<file path="config.mk">
export PLATFORM = sky130hd
export DESIGN_NAME = dpu_div_cell
export DESIGN_NICKNAME = d
export VERILOG_FILES = /design/src/design/dpu_pkg.sv /design/src/design/dpu_div_cell.sv
export SDC_FILE = /design/constraint.sdc
export NUM_CORES = 1
export LEC_CHECK = 0
export BUFFER_PORTS_ARGS = -buffer_cell sky130_fd_sc_hd__buf_4
export CORE_ASPECT_RATIO = 1.5
export CORE_UTILIZATION = 41
export DETAILED_ROUTE_END_ITERATION = 12
export PLACE_DENSITY = 0.83
export SLEW_MARGIN = 20
export SYNTH_ARGS = -nofsm -noshare
export SYNTH_HDL_FRONTEND = slang
export SYNTH_SLANG_ARGS = --single-unit
</file>
<file path="constraint.sdc">
create_clock -name clk_i -period 0.8 [get_ports clk_i]
set_input_delay 0 -clock clk_i [delete_from_list [all_inputs] [get_ports clk_i]]
set_output_delay 0 -clock clk_i [all_outputs]
set_load 0.01 [all_outputs]
</file>
<file path="src/design/dpu_pkg.sv">
// Shared types, constants and helper functions for the dynamic priority update block.
package dpu_pkg;

  localparam int unsigned SpriW  = 8;
  localparam int unsigned TimeW  = 32;
  localparam int unsigned CountW = 16;
  localparam int unsigned QuantW = 12;
  localparam int unsigned BonusW = 4;
  localparam int unsigned DivW   = CountW + 1;
  localparam int unsigned RemW   = DivW;
  localparam int unsigned ProdW  = TimeW + CountW;
  localparam int unsigned InW    = SpriW + 3 * TimeW + CountW;
  localparam int unsigned OutW   = QuantW + TimeW + CountW + BonusW + SpriW;

  localparam logic [SpriW-1:0]  SpriEnd     = 8'd140;
  localparam logic [SpriW-1:0]  SpriSplit   = 8'd120;
  localparam logic [SpriW-1:0]  PrioMin     = 8'd100;
  localparam logic [SpriW-1:0]  PrioMax     = 8'd139;
  localparam logic [BonusW-1:0] BonusMax    = 4'd10;
  localparam logic [TimeW-1:0]  BracketW    = 32'd100;
  localparam logic [TimeW-1:0]  BonusCapAvg = 32'd1000;

  typedef struct packed {
    logic [RemW-1:0]   rem;
    logic [TimeW-1:0]  num;
    logic [TimeW-1:0]  quot;
    logic [DivW-1:0]   divisor;
    logic [QuantW-1:0] quantum;
    logic [CountW-1:0] new_n;
    logic [SpriW-1:0]  spri;
  } dpu_stage_t;

  function automatic logic [QuantW-1:0] quantum_of(input logic [SpriW-1:0] s);
    logic [SpriW-1:0] diff;
    diff = SpriEnd - s;
    if (s >= SpriEnd) begin
      quantum_of = '0;
    end else if (s < SpriSplit) begin
      quantum_of = QuantW'({4'd0, diff} * 12'd20);
    end else begin
      quantum_of = QuantW'({4'd0, diff} * 12'd5);
    end
  endfunction

  function automatic logic [BonusW-1:0] bonus_of(input logic [TimeW-1:0] avg);
    logic [BonusW-1:0] b;
    b = '0;
    if (avg >= BonusCapAvg) begin
      b = BonusMax;
    end else begin
      for (int k = 1; k < 10; k++) begin
        if (avg >= BracketW * TimeW'(k)) b = BonusW'(k);
      end
    end
    bonus_of = b;
  endfunction

  function automatic logic [SpriW-1:0] prio_of(input logic [SpriW-1:0] s,
                                               input logic [BonusW-1:0] b);
    logic signed [SpriW+1:0] t;
    t = $signed({2'b00, s}) - $signed({6'd0, b}) + 10'sd5;
    if (t < $signed({2'b00, PrioMin})) begin
      prio_of = PrioMin;
    end else if (t > $signed({2'b00, PrioMax})) begin
      prio_of = PrioMax;
    end else begin
      prio_of = t[SpriW-1:0];
    end
  endfunction

endpackage

</file>
<file path="src/design/dpu_div_cell.sv">
// One restoring division cell: retires one quotient bit and passes the record on.
module dpu_div_cell
  import dpu_pkg::*;
(
  input  logic       clk_i,
  input  logic       rst_ni,
  input  logic       en_i,
  input  logic       valid_i,
  input  dpu_stage_t stage_i,
  output logic       valid_o,
  output dpu_stage_t stage_o
);

  logic       valid_q;
  dpu_stage_t stage_q, stage_d;
  logic [RemW:0] shifted;
  logic [RemW:0] diff;
  logic          take;

  always_comb begin
    shifted = {stage_i.rem, stage_i.num[TimeW-1]};
    diff    = shifted - {1'b0, stage_i.divisor};
    take    = shifted >= {1'b0, stage_i.divisor};
    stage_d      = stage_i;
    stage_d.rem  = take ? diff[RemW-1:0] : shifted[RemW-1:0];
    stage_d.num  = {stage_i.num[TimeW-2:0], 1'b0};
    stage_d.quot = {stage_i.quot[TimeW-2:0], take};
  end

  always_ff @(posedge clk_i or negedge rst_ni) begin
    if (!rst_ni) begin
      valid_q <= 1'b0;
    end else if (en_i) begin
      valid_q <= valid_i;
    end
  end

  always_ff @(posedge clk_i) begin
    if (en_i) begin
      stage_q <= stage_d;
    end
  end

  assign valid_o = valid_q;
  assign stage_o = stage_q;

endmodule

</file>
# After elaboration in Yosys (flattened, before gate mapping)

Index checks and enable logic that the tools add are counted.

Flip-flop bits (word level): 134
Latch bits: 0
Memory bits (writable): 0
ROM bits: 0
Input bits: 138
Word-level logic and storage cells: 11
Memories: 0

$add $sub $neg: 1
$mul: 0
Divide/modulo/power cells: 0
Order comparisons: 1
Equal/unequal tests: 0
Shift-type cells: 0
Muxes and demuxes: 1
Bitwise operators: 0
Reduce and logical (&&, ||, !) cells: 0

Operators with widths:

| cell                                             | count |
|---|---|
| 18-bit by 17-bit >= comparator with 1-bit output | 1 |
| 17-bit 2-to-1 mux                                | 1 |
| 17-bit subtractor                                | 1 |

# Logic depth before layout (Yosys ltp)

Gate-level depths: netlist of run 1.

Depth after elaboration: 2
Mapped depth: 12
Gate-level depth less buffers: 11

# Worst setup path before layout of run 1

Ideal clock, no wire load.

Kind: in2reg
Start: input port stage_i[116] (netlist name)
End: register stage_q, in the netlist stage_o[120] (data pin)
Library setup time: 0.260 ns
Arrival time: 1.840 ns
Required time: 0.540 ns
Setup slack: -1.300 ns
Cell stages on the path: 12
Buffers on the path: 1
Cell sequence: inv_1 -> ha_1 -> inv_1 -> fa_1 -> a21oi_1 -> or3_4 -> a21oi_4 -> o21bai_4 -> and2_4 -> buf_12 -> inv_12 -> mux2_4

RTL lines:

| element              | RTL line           | RTL |
|---|---|---|
| start, declared      | dpu_div_cell.sv:9  | `input dpu_stage_t stage_i,` |
| end signal, assigned | dpu_div_cell.sv:40 | `stage_q <= stage_d;` |
| end, declared        | dpu_div_cell.sv:15 | `dpu_stage_t stage_q, stage_d;` |

==> results of run 1 <==
through the flow:
| step | setup TNS (ns) | setup slack, ns |
|---|---|---|
| after floorplan | -20.15 | -1.26 |
| after global placement | -22.19 | -1.31 |
| after detailed placement | -23.14 | -1.37 |
| after CTS | -32.14 | -0.779 |
| after global routing | -38.58 | -0.899 |
| final | -34.06 | -0.869 |
layout make-up:
type                       instances  area (um^2)
inverter                          23          111
antenna                            1         2.50
fill                             556         1960
sequential                       134         4020
clock inverter                    14          163
timing repair buffer             461         4330
multi-input combinational        130         1220
timing repair inverter             1         8.76
tap                              156          195
clock buffer                      18          429
worst max path at each step:
stage	to	from	slack (ns)
after global placement	stage_o[123]	stage_i[116]	-1.31
after global routing	stage_o[125]	stage_i[45]	-0.90
after floorplan	stage_o[120]	stage_i[116]	-1.26
after detailed placement	stage_o[129]	stage_i[116]	-1.37
after CTS	stage_o[123]	stage_i[116]	-0.78
final	stage_o[123]	stage_i[43]	-0.87
repair_timing:
item / 4_1_cts / 5_1_grt
pin swaps: 8 / 0
gates resized for setup: 101 / 57
buffers inserted: 5 / 1
endpoints found under the setup margin: 152 / 152
cloned: 1 / 0
endpoints found under the hold margin: 133 / 1
registers in the layout, summed over array words and instances (netlist names):
register,flops
valid_o,1
stage_o,133
synth_stat cells (2+ instances only):
master and n:
a21oi_1 13, xor2_1 3, mux2_4 10, xnor2_1 8, ha_1 17, and2_1 3, nand2_1 9, nand2b_1 3
nor3_1 4, nand3_1 7, a21o_1 3, o21a_1 2, o31ai_2 3, inv_1 22, a21boi_0 3, o21ai_0 7
o21bai_1 2, nor2_1 6, o2bb2ai_1 2, edfxtp_1 133
worst min-delay path, delay by kind of cell:
family | cells | cell delay (ns)
mux | 1 | 0.14
buf+inv | 2 | 0.17
power breakdown:
| part | internal (mW) | total (mW) | leakage [nW] | switching, mW |
|---|---|---|---|---|
| clock network | 4.70 | 8.06 | 0.283 | 3.36 |
| registers | 8.47 | 8.84 | 1.31 | 0.364 |
| logic | 2.78 | 4.64 | 2.92 | 1.86 |
| total | 15.9 | 21.5 | 4.52 | 5.59 |
layer usage:
layer	vias to the layer above	global-route usage, %	share of wire, %
met2	250	55.0	56
met3	61	6.73	5.6
li1	2080	-	-
met1	2340	30.1	34
met4	0	13.2	4.6
met5	-	0	0
kinds of logic after synthesis:
| group | synth area share [%] |
|---|---|
| flops | 76.9 |
| buf+inv | 2.42 |
| other cells | 0.0718 |
| mux | 3.28 |
| simple gates | 4.24 |
| xor+xnor | 1.84 |
| compound gates | 6.75 |
| fa+ha+maj | 4.46 |
==> results_dict.tcl, run 1 <==
set metrics [dict create \
    synth_flop_cell "edfxtp_1" \
    cts_tree "yes" \
    grt-ovfl-total 0 \
    setup_violations 153 \
    cp_cell_sequence "buf_4, inv_1, ha_4, nand3_4, or3_4, a21oi_4, o21bai_4, and2_4, inv_6, mux2_4" \
    crit_arrival_ns 1.83 \
    port-buffer-count 270 \
    timing.rr.start "valid_o" \
    period_share_pct 209 \
    fp.dieW_um 94.2 \
    layoutNonFillerInstCount 938 \
    final_cell_mix "buf_4, buf_6, edfxtp_1, dlygate4sd3_1, inv_1" \
    crit_type "in2reg" \
    cts_htree_levels 4 \
    synth_cell_types 49 \
    p_leak_nw 4.52 \
    vias 4731 \
    clk_transition_reported_paths_ns 0.06 \
    insertion_delay_ns 0.41 \
    power_mw 21.5 \
    synth_area_per_cell_um2 18.1 \
    dp_hpwl_um 11000 \
    endpoint_kind "flop" \
    cts_buffers 17 \
    wl_um 20900 \
    std_cell_rows 50 \
    cts.sinks 134 \
    fin_skew_ns 0 \
    cpPeakStageDelay_ns 0.41 \
    power_density_nw_per_um2 2050 \
    cp-start-kind "input port" \
    setup_ws_ns -0.869 \
    nets 924 \
    clock_path_buffers 2 \
    rr_endpoint "valid_o" \
    drc 0 \
    hp-class "in2reg" \
    grt_max_degree 59 \
    cts_root_buf "clkbuf_16" \
    layout_commonest_cell "buf_4" \
    dpl_cell_area_um2 7890 \
    core_um2 12400 \
    synth-seq-cells 134 \
    synthTopCellsByArea "edfxtp_1, ha_1, mux2_4" \
    finalMaxSlewViolations 0 \
    die-area_um2 13200 \
    synth_top_area_share_pct 76.5 \
    path_delay_family "simple AND/OR/NAND/NOR gates" \
    critPathMaxFanout 5 \
    violations "setup timing" \
    synthArstFlopShare_pct 0.746 \
    timing.critical_path.buf_inv 3 \
    final_util_pct 84.2 \
    initial_core_util_pct 42.0 \
    worstPathRequired_ns 0.96 \
    synthCells 289 \
    track_usage_pct 29.4 \
    dr.pass1.iters 5 \
    slowest_stage "or3_4" \
    ys_seq_area_share_pct 76.9 \
    final_area_um2 10500 \
    wl_per_cell_um 22.3 \
    grt_pass1_wl_um 27600 \
    antenna_found_initial 1 \
    synth_area_leader_cell "edfxtp_1" \
    syn2layout_area_growth_pct 101 \
    hold_slack_ns 0.0125 \
    synth_edf_count 133 \
    worst-path-stages 10 \
    boundaryPins 273 \
    r2r_slack_ns -0.02 \
    rsz0062_at_grt "yes" \
    die_y_um 140 \
    yosys_warnings 0 \
    fmaxAchievable_ghz 0.599 \
    min_from "stage_i[126]" \
    r2r_cells 1 \
    hold_buffers 132 \
    hold_end "stage_o[127]" \
    hold_depth 3 \
    first_iter_violations 267 \
    irDropWorstVdd_v 0.00150 \
    drive_gt1_share_pct 51.5 \
    first_global_vias 4936 \
    viasPerCell 5.04 \
    period_needed_ns 1.67 \
    outcome "finished, violations left" \
    maxCapViolCount 0 \
    hold_viol_final 0 \
    synth_nets 445 \
    gp_congestion 0.823 \
    netlist_area_um2 5220 \
    postRouteAntennaNets 0 \
    dp_cells 767 \
]
Power figures use the tool's default switching activity.
==> run 2, diff against run 1 <==
--- a/config.mk
+++ b/config.mk
@@ -10,6 +10,7 @@
 export CORE_UTILIZATION = 41
 export DETAILED_ROUTE_END_ITERATION = 12
 export PLACE_DENSITY = 0.83
+export SETUP_SLACK_MARGIN = 0.5
 export SLEW_MARGIN = 20
 export SYNTH_ARGS = -nofsm -noshare
 export SYNTH_HDL_FRONTEND = slang
==> results_dict.tcl, run 2 (same netlist as run 1, synthesis figures left out) <==
set metrics [dict create \
    p_leak_nw 4.05 \
    drive_gt1_share_pct 61.8 \
    finalMaxSlewViolations 0 \
    drc 0 \
    hold_buffers 1 \
    rsz0062_at_grt "yes" \
    worst-path-stages 12 \
    grt_max_degree 30 \
    critPathMaxFanout 5 \
    nFillCells 750 \
    use_met1_pct 23.5 \
    fmaxAchievable_ghz 0.614 \
    final_area_um2 9330 \
    vias 3925 \
    r2r_slack_ns 0.03 \
    setup_violations 152 \
    p_comb_share_pct 19.5 \
    swShare_pct 24.4 \
    track_usage_pct 23.6 \
    grt-ovfl-total 0 \
    cts_buffers 17 \
    outcome "finished, violations left" \
    wl_per_cell_um 19.2 \
    nets 798 \
    crit_type "in2reg" \
    p_int_mw 15.6 \
    power.switching_mw 5.03 \
    period_share_pct 204 \
    final_cell_mix "buf_4, buf_6, edfxtp_1, inv_1, clkbuf_16" \
    cts_tree "yes" \
    fin_skew_ns 0 \
    die-area_um2 13200 \
    wl_um 15600 \
    grt_busiest_layer "met2" \
    timing.critical_path.buf_inv 4 \
    first_global_vias 4101 \
    r2r_cells 1 \
    first_iter_violations 131 \
    hold_depth 1 \
    postRouteAntennaNets 0 \
    die_y_um 140 \
    gp_congestion 0.823 \
    slowest_stage "or3_4" \
    rr_endpoint "valid_o" \
    syn2layout_area_growth_pct 78.6 \
    viasPerCell 4.84 \
    antenna_found_initial 0 \
    cpPeakStageDelay_ns 0.35 \
    power_frac_seq_pct 42.5 \
    insertion_delay_ns 0.40 \
    violations "hold timing, setup timing" \
    boundaryPins 273 \
    cp_cell_sequence "buf_12, inv_12, ha_4, inv_2, fa_2, a21oi_4, or3_4, a21oi_4, o21bai_4, and2_4, inv_6, mux2_4" \
    timing.rr.start "valid_o" \
    cts_htree_levels 4 \
    crit_start "stage_i[116]" \
    final_util_pct 75.0 \
    initial_core_util_pct 42.0 \
    dpl_cell_area_um2 7890 \
    core_um2 12400 \
    worstPathRequired_ns 0.95 \
    dr.pass1.iters 4 \
    power_density_nw_per_um2 2210 \
    port-buffer-count 270 \
    hold_viol_final 130 \
    cp-start-kind "input port" \
    layout_commonest_cell "buf_4" \
    globalRouteMet3Util_pct 5.32 \
    hold_end "stage_o[29]" \
    std_cell_rows 50 \
    grt_pass1_wl_um 22300 \
    clock_path_buffers 2 \
    clkPwrFrac_pct 37.9 \
    cp_common_cell "a21oi_4" \
    irDropWorstVdd_v 0.00136 \
    maxCapViolCount 0 \
    hp-class "in2reg" \
    hold_slack_ns -0.236 \
    period_needed_ns 1.63 \
    min_from "stage_i[29]" \
    dp_hpwl_um 11000 \
    grt_use_met2_pct 44.5 \
    endpoint_kind "flop" \
    crit_arrival_ns 1.78 \
    setup_ws_ns -0.829 \
    tns_ns -31.25 \
    fp.dieW_um 94.2 \
    cts.sinks 134 \
    path_delay_family "simple AND/OR/NAND/NOR gates" \
    largest_register_ffs 133 \
    clk_transition_reported_paths_ns 0.07 \
    antenna_cells 0 \
    cts_root_buf "clkbuf_16" \
]
run 2: metrics by stage:
stage / instances / setup slack (ns) / total power, mW
after floorplan: 289 / -1.26 / 10.0
after global routing: 811 / -0.863 / 21.3
final: 811 / -0.829 / 20.6
after CTS: 811 / -0.780 / 20.6
after detailed placement: 767 / -1.37 / 12.2
after global placement: 767 / -1.31 / 12.1
run 2: worst max path at each step:
stage / endpoint / slack [ns]
2_1_floorplan: stage_o[120] / -1.26
3_3_place_gp: stage_o[123] / -1.31
3_5_place_dp: stage_o[129] / -1.37
4_1_cts: stage_o[123] / -0.78
5_1_grt: stage_o[123] / -0.86
6_report: stage_o[123] / -0.83
run 2: power groups by stage:
| stage | Sequential, mW | Combinational [mW] | Clock [mW] |
|---|---|---|---|
| 2_1_floorplan | 9.11 | 0.892 | 0 |
| 3_3_place_gp | 8.77 | 3.30 | 0 |
| 3_5_place_dp | 8.79 | 3.38 | 0 |
| 4_1_cts | 8.73 | 3.90 | 7.94 |
| 5_1_grt | 8.81 | 4.25 | 8.27 |
| 6_report | 8.77 | 4.02 | 7.82 |
run 2: per-layer routing:
metal | part of all wire, % | wire length (um)
met1 | 33 | 5130
met2 | 58 | 9090
met3 | 5.5 | 855
met4 | 3.2 | 502
met5 | 0 | 0
run 2: layout make-up:
| cell class | instances | area, um^2 | area share, % |
|---|---|---|---|
| flip-flops and latches | 134 | 4020 | 43.1 |
| well taps | 156 | 195 | 2.09 |
| clock buffers | 18 | 429 | 4.60 |
| repair inverters | 1 | 8.76 | 0.0939 |
| inverters | 23 | 111 | 1.19 |
| multi-input cells | 130 | 1220 | 13.0 |
| repair buffers | 335 | 3190 | 34.2 |
| clock inverters | 14 | 163 | 1.74 |
run 2: repair_timing:
item                                    in CTS  in global routing
endpoints found under the hold margin      133                132
setup buffers                                5                  0
cloned                                       6                  0
pin swaps                                    8                  0
endpoints found under the setup margin     262                153
gates resized for setup                    113                 50
==> run 3, diff against run 2 <==
--- a/config.mk
+++ b/config.mk
@@ -15,3 +15,4 @@
 export SYNTH_ARGS = -nofsm -noshare
 export SYNTH_HDL_FRONTEND = slang
 export SYNTH_SLANG_ARGS = --single-unit
+export TNS_END_PERCENT = 10
==> results_dict.tcl, run 3 (same netlist as run 1, synthesis figures left out) <==
set metrics [dict create \
    outcome "finished, violations left" \
    violations "hold timing, setup timing" \
    layout_commonest_cell "buf_4" \
    cts_root_buf "clkbuf_16" \
    syn2layout_area_growth_pct 77.8 \
    power_density_nw_per_um2 2270 \
    rr_endpoint "valid_o" \
    antenna_found_initial 0 \
    postRouteAntennaNets 0 \
    dp_slack_ns -1.39 \
    endpoint_kind "flop" \
    timing.rr.start "valid_o" \
    irDropWorstVdd_v 0.00160 \
    maxCapViolCount 0 \
    first_global_vias 4244 \
    nets 797 \
    period_needed_ns 1.63 \
    initial_core_util_pct 42.0 \
    gp_congestion 0.812 \
    cts.sinks 134 \
    grt-ovfl-total 0 \
    grt_max_degree 63 \
    final_area_um2 9290 \
    wl_um 16100 \
    clock_path_buffers 2 \
    slowest_stage "fa_2" \
    power_mw 21.0 \
    r2r_slack_ns 0.02 \
    cp_cell_sequence "buf_12, inv_12, ha_4, inv_2, fa_2, a21oi_2, or3_4, a21oi_4, o21bai_4, and2_4, inv_6, mux2_4" \
    crit_start "stage_i[116]" \
    boundaryPins 273 \
    dp_hpwl_um 11600 \
    viasPerCell 4.96 \
    std_cell_rows 50 \
    crit_arrival_ns 1.77 \
    finalMaxSlewViolations 0 \
    setup_violations 152 \
    largest_register_ffs 133 \
    p_leak_nw 4.02 \
    setup_ws_ns -0.827 \
    cts_buffers 17 \
    cts_tree "yes" \
    drc 0 \
    worstPathRequired_ns 0.95 \
    dr.pass1.iters 4 \
    dpl_cell_area_um2 7910 \
    fp.dieW_um 94.2 \
    cts_htree_levels 4 \
    first_iter_violations 124 \
    die_y_um 140 \
    track_usage_pct 24.4 \
    core_um2 12400 \
    hold_slack_ns -0.231 \
    port-buffer-count 270 \
    cp-endpoint "stage_o[125]" \
    die-area_um2 13200 \
    clk_transition_reported_paths_ns 0.06 \
    final_cell_mix "buf_4, buf_6, edfxtp_1, inv_1, clkbuf_16" \
    vias 4015 \
    final_util_pct 74.6 \
    grt_pass1_wl_um 23000 \
    cp-start-kind "input port" \
    period_share_pct 203 \
    rsz0062_at_grt "yes" \
    fin_skew_ns 0 \
    wl_per_cell_um 19.9 \
    insertion_delay_ns 0.40 \
    fmaxAchievable_ghz 0.615 \
    r2r_cells 1 \
    critPathMaxFanout 5 \
    crit_type "in2reg" \
    cpPeakStageDelay_ns 0.34 \
    hp-class "in2reg" \
    hold_viol_final 129 \
    antenna_cells 0 \
    drive_gt1_share_pct 62.4 \
    hold_buffers 1 \
]
[run 3: changes by cell type in the layout (fill, tap and decap cells not counted), moves of 2 or more]
cell,previous run,this run
buf_16,8,2
a21oi_2,3,7
clkinv_4,0,4
inv_6,7,4
a21oi_1,9,7
a21oi_4,3,1
buf_12,1,3
buf_8,0,2
bufinv_16,2,4
inv_8,2,0
o21ai_0,6,4
o21ai_1,1,3
[run 3: worst min path at each step]
| stage | start | depth (start not counted) | slack [ns] | end |
|---|---|---|---|---|
| finish | stage_i[73] | 1 | -0.23 | stage_o[74] |
| global placement | rst_ni | 1 | -0.22 | valid_o |
| global route | stage_i[89] | 1 | -0.26 | stage_o[90] |
| CTS | stage_i[2] | 1 | -0.26 | stage_o[2] |
| detailed placement | rst_ni | 1 | -0.22 | valid_o |
| floorplan | rst_ni | 0 | -0.30 | valid_o |
[run 3: metal layers]
layer	track usage [%]	up-vias	routed length (um)
met5	0	-	0
met4	12.1	0	612
met3	8.03	36	1040
met2	46.1	207	9320
met1	22.5	1951	5110
li1	-	1821	-
[run 3: metrics by stage]
step	std cells	TNS (ns)
floorplan	289	-20.16
global placement	769	-22.23
detailed placement	769	-23.58
CTS	808	-33.19
global route	810	-37.27
finish	810	-30.56
[run 3: timing repair]
item                       in CTS  in global routing
pin swaps                       5                  5
hold endpoints to repair      136                131
buffers inserted                5                  2
gates cloned                    1                  0
resized for setup             122                 47
setup endpoints to repair     262                237
[run 3: layout make-up]
| cell class | instances | area [um^2] |
|---|---|---|
| sequential | 134 | 4020 |
| fill | 782 | 3160 |
| timing repair buffer | 334 | 3100 |
| multi-input combinational | 130 | 1220 |
| clock buffer | 19 | 433 |
| clock inverter | 13 | 196 |
| tap | 156 | 195 |
| inverter | 23 | 111 |
| timing repair inverter | 1 | 8.76 |
[run 3: worst max-delay path: cells and delay by family]
family / cells / cell delay (ns)
adders and majority gates: 2 / 0.46
buffers and inverters: 4 / 0.25
AOI/OAI and AO/OA: 3 / 0.33
muxes: 1 / 0.30
and+or+nand+nor: 2 / 0.42
[run 3: report_power, final]
group	leakage (nW)	total [mW]	internal [mW]	switching (mW)
logic	2.40	3.97	2.37	1.60
clock network	0.299	8.29	5.27	3.02
registers	1.31	8.78	8.47	0.312
total	4.02	21.0	16.1	4.94
